==> src/sse_pkg.sv <==
package sse_pkg;

    localparam int DEF_MAX_POINTS = 1024;
    localparam int DEF_FRAC_BITS  = 16;

    localparam logic [1:0] OP_WRITE = 2'd0;
    localparam logic [1:0] OP_POS   = 2'd1;
    localparam logic [1:0] OP_DER   = 2'd2;

    localparam logic [1:0] MODE_LIN = 2'd0;
    localparam logic [1:0] MODE_CR  = 2'd1;
    localparam logic [1:0] MODE_BEZ = 2'd2;

    localparam logic REG_MODE  = 1'b0;
    localparam logic REG_COUNT = 1'b1;

    typedef struct packed {
        logic signed [31:0] y;
        logic signed [31:0] x;
    } t_point;

    typedef struct packed {
        logic [1:0] mode;
        logic       deriv;
    } t_sel;

    typedef struct packed {
        logic vld;
        logic eval;
        logic err;
        logic cr;
    } t_tag;

endpackage

==> src/sse_weight_gen.sv <==
module sse_weight_gen
    import sse_pkg::*;
#(
    parameter int FRAC_BITS = DEF_FRAC_BITS
) (
    input  logic                        i_clk,
    input  logic                        i_en,
    input  logic [FRAC_BITS:0]          i_u,
    input  t_sel                        i_sel,
    output logic signed [FRAC_BITS+5:0] o_w [4]
);

    localparam int U_W = FRAC_BITS + 1;
    localparam int W_W = FRAC_BITS + 6;
    localparam int P_W = 2 * U_W;
    localparam logic [P_W-1:0] HALF = P_W'(1) << (FRAC_BITS - 1);
    localparam logic signed [W_W-1:0] TONE = W_W'(1) << FRAC_BITS;

    logic [U_W-1:0] r_t2;
    logic [U_W-1:0] r_u2;
    logic [U_W-1:0] r_t3;
    logic [U_W-1:0] r_t2b;
    logic [U_W-1:0] r_u3;
    t_sel           r_sel2;
    t_sel           r_sel3;
    logic [P_W-1:0] sq;
    logic [P_W-1:0] cube;

    logic signed [W_W-1:0] su, s2, s3;
    logic signed [W_W-1:0] u2x, u3x, u4, u6, u8, u10, u12;
    logic signed [W_W-1:0] s2_2, s2_3, s2_4, s2_5, s2_6, s2_9, s3_3;
    logic signed [W_W-1:0] t_2, t_3;
    logic signed [W_W-1:0] n_w [4];
    logic signed [W_W-1:0] r_w [4];

    assign sq   = P_W'(i_u) * P_W'(i_u);
    assign cube = P_W'(r_t2) * P_W'(r_u2);

    always_ff @(posedge i_clk) begin
        if (i_en) begin
            r_t2   <= U_W'((sq + HALF) >> FRAC_BITS);
            r_u2   <= i_u;
            r_sel2 <= i_sel;
            r_t3   <= U_W'((cube + HALF) >> FRAC_BITS);
            r_t2b  <= r_t2;
            r_u3   <= r_u2;
            r_sel3 <= r_sel2;
            r_w    <= n_w;
        end
    end

    assign su   = $signed({{(W_W-U_W){1'b0}}, r_u3});
    assign s2   = $signed({{(W_W-U_W){1'b0}}, r_t2b});
    assign s3   = $signed({{(W_W-U_W){1'b0}}, r_t3});
    assign u2x  = su <<< 1;
    assign u3x  = su + u2x;
    assign u4   = su <<< 2;
    assign u6   = u3x <<< 1;
    assign u8   = su <<< 3;
    assign u10  = u8 + u2x;
    assign u12  = u6 <<< 1;
    assign s2_2 = s2 <<< 1;
    assign s2_3 = s2 + s2_2;
    assign s2_4 = s2 <<< 2;
    assign s2_5 = s2_4 + s2;
    assign s2_6 = s2_3 <<< 1;
    assign s2_9 = s2_3 + s2_6;
    assign s3_3 = s3 + (s3 <<< 1);
    assign t_2  = TONE <<< 1;
    assign t_3  = TONE + t_2;

    always_comb begin
        n_w[0] = '0;
        n_w[1] = '0;
        n_w[2] = '0;
        n_w[3] = '0;
        unique case (r_sel3.mode)
            MODE_LIN: begin
                if (r_sel3.deriv) begin
                    n_w[0] = -TONE;
                    n_w[1] = TONE;
                end else begin
                    n_w[0] = TONE - su;
                    n_w[1] = su;
                end
            end
            MODE_CR: begin
                if (r_sel3.deriv) begin
                    n_w[0] = u4 - s2_3 - TONE;
                    n_w[1] = s2_9 - u10;
                    n_w[2] = u8 + TONE - s2_9;
                    n_w[3] = s2_3 - u2x;
                end else begin
                    n_w[0] = s2_2 - s3 - su;
                    n_w[1] = s3_3 - s2_5 + t_2;
                    n_w[2] = s2_4 + su - s3_3;
                    n_w[3] = s3 - s2;
                end
            end
            MODE_BEZ: begin
                if (r_sel3.deriv) begin
                    n_w[0] = u6 - t_3 - s2_3;
                    n_w[1] = t_3 - u12 + s2_9;
                    n_w[2] = u6 - s2_9;
                    n_w[3] = s2_3;
                end else begin
                    n_w[0] = TONE - u3x + s2_3 - s3;
                    n_w[1] = u3x - s2_6 + s3_3;
                    n_w[2] = s2_3 - s3_3;
                    n_w[3] = s3;
                end
            end
            default: begin
                n_w[0] = '0;
            end
        endcase
    end

    assign o_w = r_w;

endmodule

==> config.mk <==
export PLATFORM = sky130hd
export DESIGN_NAME = sse_weight_gen
export DESIGN_NICKNAME = d
export VERILOG_FILES = /design/src/sse_pkg.sv /design/src/sse_weight_gen.sv
export SDC_FILE = /design/constraint.sdc
export NUM_CORES = 2
export LEC_CHECK = 0
export BUFFER_PORTS_ARGS = -buffer_cell sky130_fd_sc_hd__buf_2
export CAP_MARGIN = 20
export CORE_MARGIN = 2
export CORE_UTILIZATION = 50
export CTS_BUF_LIST = sky130_fd_sc_hd__clkbuf_4 sky130_fd_sc_hd__clkbuf_8
export DETAILED_ROUTE_END_ITERATION = 7
export GPL_ROUTABILITY_DRIVEN = 0
export PLACE_DENSITY = 0.68
export SYNTH_ARGS = -nofsm -noshare
export SYNTH_HDL_FRONTEND = slang
export SYNTH_SLANG_ARGS = --single-unit
export TNS_END_PERCENT = 50
==> constraint.sdc <==
create_clock -name i_clk -period 10.8 [get_ports i_clk]
set_input_delay 3.24 -clock i_clk [delete_from_list [all_inputs] [get_ports i_clk]]
set_output_delay 3.24 -clock i_clk [all_outputs]
set_load 0.05 [all_outputs]
Word level (Yosys, flattened, before mapping)
Index checks and enable logic that the tools add are counted.
{"block": "word_totals", "regBits": 179, "latch_bits": 0, "ram_bits": 0, "rom_bits": 0, "in_bits": 22, "out_inout_bits": 88, "elab_cells": 57, "n_memories": 0}
{"block": "classes", "add_sub_neg": 33, "mul": 2, "div": 0, "order_cmp": 0, "n_eq_ne": 2, "shifts": 0, "n_mux": 6, "n_bitwise": 0, "reduce_logical": 1}
{"operator": "$mux W88", "count": 2}
{"operator": "$pmux W22 S3", "count": 2}
{"operator": "$pmux W44 S2", "count": 1}
{"operator": "$add A33 B16 Y33 const B", "count": 2}
{"operator": "$mul A17 B17 Y33", "count": 2}
{"operator": "$add A17 B18 Y19", "count": 3}
{"operator": "$mux W44", "count": 1}
{"operator": "$sub A21 B21 Y22", "count": 2}
{"operator": "$sub A19 B20 Y21", "count": 2}
{"operator": "$sub A20 B18 Y21 const B", "count": 2}
{"operator": "$add A19 B17 Y20", "count": 2}
{"operator": "$sub A19 B18 Y20", "count": 2}
{"operator": "$sub A19 B19 Y20", "count": 2}
{"operator": "$add A21 B19 Y22 const B", "count": 1}
{"operator": "$add A21 B20 Y22", "count": 1}
{"operator": "$add A22 B22 Y22", "count": 1}
{"operator": "$sub A18 B21 Y22 const A", "count": 1}
{"operator": "$sub A20 B21 Y22", "count": 1}
{"operator": "$sub A21 B18 Y22", "count": 1}
{"operator": "$sub A21 B20 Y22", "count": 1}
{"operator": "$add A19 B20 Y21", "count": 1}
{"operator": "$add A20 B17 Y21 const B", "count": 1}
{"operator": "$add A20 B18 Y21", "count": 1}
{"operator": "$add A20 B20 Y21", "count": 1}
{"operator": "other kinds (8)", "count": 8}

Longest topological paths before layout
{"block": "logic_depth", "word_depth": 6, "mapped_depth": 34}

Least setup slack after synthesis
No wires, ideal clock.
{"block": "synth_timing", "path_kind": "input -> register", "start": "input port i_u[4]", "end": "register r_t2[16] (data pin)", "arrival_time_ns": 8.819, "required_time_ns": 10.540, "path_slack_ns": 1.721, "stages": 23, "cell_sequence": "clkbuf_1 > nand2_1 > fa_1 > fa_1 > fa_1 > inv_1 > fa_1 > inv_1 > fa_1 > inv_1 > fa_1 > ha_1 > o21ai_0 > a21oi_1 > a221o_1 > a31o_2 > o21a_1 > a22oi_1 > a2111oi_0 > o21a_1 > o21a_1 > nor2_1 > xnor2_1"}
{"block": "synth_between", "elab_chain_len": 2}
{"element": "start, declared", "line": "sse_weight_gen.sv:8", "text": "input logic [FRAC_BITS:0] i_u,"}
{"element": "$mul A17 B17 Y33", "line": "sse_weight_gen.sv:36", "text": "assign sq = P_W'(i_u) * P_W'(i_u);"}
{"element": "$add A33 B16 Y33", "line": "sse_weight_gen.sv:41", "text": "r_t2 <= U_W'((sq + HALF) >> FRAC_BITS);"}
{"element": "end signal, assigned", "line": "sse_weight_gen.sv:41"}
{"element": "end, declared", "line": "sse_weight_gen.sv:19", "text": "logic [U_W-1:0] r_t2;"}
Every way passes these cells.
A chain may end at the register's enable or synchronous reset.

Final worst setup path
{"block": "layout_timing", "start": "input port i_u[5]", "end": "register r_t2[16] (data pin)"}
The elaborated chain is that of the path after synthesis.

==> flow_summary_export.csv <==
group,metric,value,unit
min_path,min_from,"r_sel2[2]$_DFFE_PP_",
die,initial_core_util,50.57,%
routing,wl_per_cell,20.41,µm
synthesis,synth_area_leader_cell,"fa_1",
sta,relSlewSlack,25.03,%
global_route,grt_pass1_vias,36765,
worst_setup_path,r2r_setup_slack,2.30,ns
placement,io_buffers,109,
synthesis,synth.avg_cell_area,8.701,µm²
routing,vias,36224,
sta,setup_tns,0,ns
routing,avgViaCountPerCell,5.862,
worst_setup_path,critical_path_required,11.16,ns
synthesis,seq_area_frac_synth,12.33,%
routing,route.detailed.drc,0,
synthesis,ys_types,95,
sta,finalSetupViolCount,0,
min_path,min_delay_path_depth,0,
clock_tree,cts_hold_buf,0,
die,die_y,297.7,µm
sta,worst_clock_skew,0.03249,ns
clock_tree,clk_latency,0.60,ns
clock_tree,cts_buffer_depth,2,
global_route,grt_pass1_wl,198000,µm
placement,dp_hpwl,100500,µm
synthesis,synthCells,4956,
min_path,min_path_type,"reg -> reg",
clock_tree,clock-sinks,177,
worst_setup_path,r2r-end,"o_w[65]$_DFFE_PP_",
cells_and_area,layout-drive-gt1-share,5.150,%
synthesis,synth-edff-count,177,
sta,fin_crit,9.050,ns
die,io_pins,110,
clock_tree,cts_resized,0,
clock_tree,cts_tree,"built",
die,fp.dieW,297.7,µm
synthesis,ys_seq_elements,177,
cells_and_area,fin_area,45580,µm²
synthesis,syn_nets,6109,
synthesis,syn_area,43120,µm²
sta,tightest_slew,1.124,ns
cells_and_area,fin_util,53.45,%
clock_tree,cts-root-buf,"clkbuf_8",
synthesis,ys.warnings.count,0,
worst_setup_path,endpoint_kind,"flip-flop",
global_route,grt_max_degree,98,
routing,drtAntennaViolNets,0,
clock_tree,cts_buffers,17,
clock_tree,htree_levels,4,
worst_setup_path,path_max_fanout,14,
synthesis,synth.top_cell.area_share,22.89,%
status,status,"finished, final reports clean",
job,maxCapViolations,0,
die,rows,107,
global_route,grt_overflow_total,0,
clock_tree,cts.clk_slew.worst_paths,0.11,ns
synthesis,synthFlopType,"edfxtp_1",
sta,fmax,0.1105,GHz
die,core,85280,µm²
cells_and_area,area.growth.synth_to_final,5.704,%
cells_and_area,nets,6169,
synthesis,synth.area.top_cells,"fa_1 (23%), ha_1 (19%), edfxtp_1 (12%)",
worst_setup_path,startpoint_type,"input port",
placement,dpl_cell_area,45090,µm²
worst_setup_path,r2r_start,"r_t2b[3]$_DFFE_PP_",
worst_setup_path,worstSetupPathType,"in -> reg",
synthesis,synthArstFlopShare,0,%
sta,finalCritPeriodShare,83.80,%
sta,report.final.slew_viol_count,0,
die,dieArea,88610,µm²
worst_setup_path,reg2regPathDepth,31,
min_path,min_to,"r_sel3[2]$_DFFE_PP_",
worst_setup_path,cp.arrival,9.41,ns
routing,drt_wl_total,126100,µm
global_route,globalRouteTotalUtil,28.64,%
sta,rsz0062_at_grt,"no",
sta,hold_viol,0,
clock_tree,postCtsSetupBuffers,0,
global_route,antenna_found_initial,1,
routing,dr.pass1.iters,6,
routing,drtIter0Drc,2923,
state kept, by name, summed over array words and instances (netlist names):
name    cells
r_sel3      3
r_u2       17
r_u3       17
r_t3       17
r_sel2      3
r_t2b      17
o_w        86
r_t2       17
Yosys cell counts (110+ instances only):
library cell  number
inv_1            819
ha_1             638
fa_1             493
nand2_1          455
a21oi_1          280
nor2_1           253
xnor2_1          249
o21ai_0          212
and2_1           202
edfxtp_1         177
xor2_1           123
clkbuf_1         110
placed cells by master, fill, tap and decap left out, types with 177 or more instances in the layout:
cell type / netlist / layout
a21oi_1: 280 / 280
and2_1: 202 / 202
edfxtp_1: 177 / 177
fa_1: 493 / 493
ha_1: 638 / 635
inv_1: 819 / 819
nand2_1: 455 / 455
nor2_1: 253 / 251
o21ai_0: 212 / 212
xnor2_1: 249 / 249
through the flow:
stage               setup WS (ns)  hold WS, ns  cells
detailed placement          1.079       0.4127   6140
floorplan                   1.721       0.4003   4956
global route                1.325       0.4465   6177
global placement            1.164       0.4039   6140
CTS                         1.756       0.4411   6172
finish                      1.750       0.4404   6179
worst max-delay path, stage by stage:
cell	delay, ns
buf_2	0.23
inv_1	0.21
nor2_1	0.28
fa_1	0.46
inv_1	0.08
fa_1	0.43
fa_1	0.51
inv_1	0.05
fa_1	0.52
inv_1	0.05
fa_1	0.47
inv_1	0.05
fa_1	0.43
ha_1	0.27
o21ai_0	0.23
a21oi_1	0.13
a221o_1	0.30
a31o_2	0.26
o21a_1	0.24
a22oi_1	0.20
a2111oi_0	0.16
o21a_1	0.23
o21a_1	0.19
nor2_1	0.11
xnor2_1	0.07
cell type report:
type / count / area [µm²]
antenna: 6 / 15.01
clock buffer: 17 / 234.0
clock inverter: 15 / 239.0
fill: 7953 / 39700
inverter: 824 / 3095
multi-input combinational: 3828 / 34260
sequential: 177 / 5315
tap: 1144 / 1431
timing repair buffer: 168 / 994.7
worst max path at each step:
stage | startpoint | endpoint | cells after the start
floorplan | i_u[4] | r_t2[16]$_DFFE_PP_ | 23
finish | i_u[5] | r_t2[16]$_DFFE_PP_ | 25
global route | i_u[3] | r_t2[16]$_DFFE_PP_ | 25
detailed placement | i_u[3] | r_t2[16]$_DFFE_PP_ | 25
CTS | i_u[3] | r_t2[16]$_DFFE_PP_ | 25
global placement | i_u[3] | r_t2[16]$_DFFE_PP_ | 25
metal layers:
metal	global-route usage [%]	up-vias	part of all wire (%)
li1	-	16713	-
met1	36.97	17763	41
met2	48.73	1456	47
met3	4.259	292	8.0
met4	10.35	0	3.6
met5	0	-	0
cells by family (layout without fill, tap and decap cells):
group | Yosys count | count (layout) | share of synthesized area, %
AND/OR/NAND/NOR | 1278 | 1278 | 14.15
adder cells (fa/ha/maj) | 1145 | 1145 | 41.73
AO/OA/AOI/OAI | 1013 | 1013 | 15.40
buffers and inverters | 951 | 1024 | 8.307
XOR/XNOR | 374 | 374 | 7.645
flip-flops | 177 | 177 | 12.33
multiplexers | 18 | 18 | 0.4352
other | 0 | 6 | 0
Power is left out: the tool's default activity adds up to more than one toggle a clock period on the data nets, which glitch-free logic cannot reach.
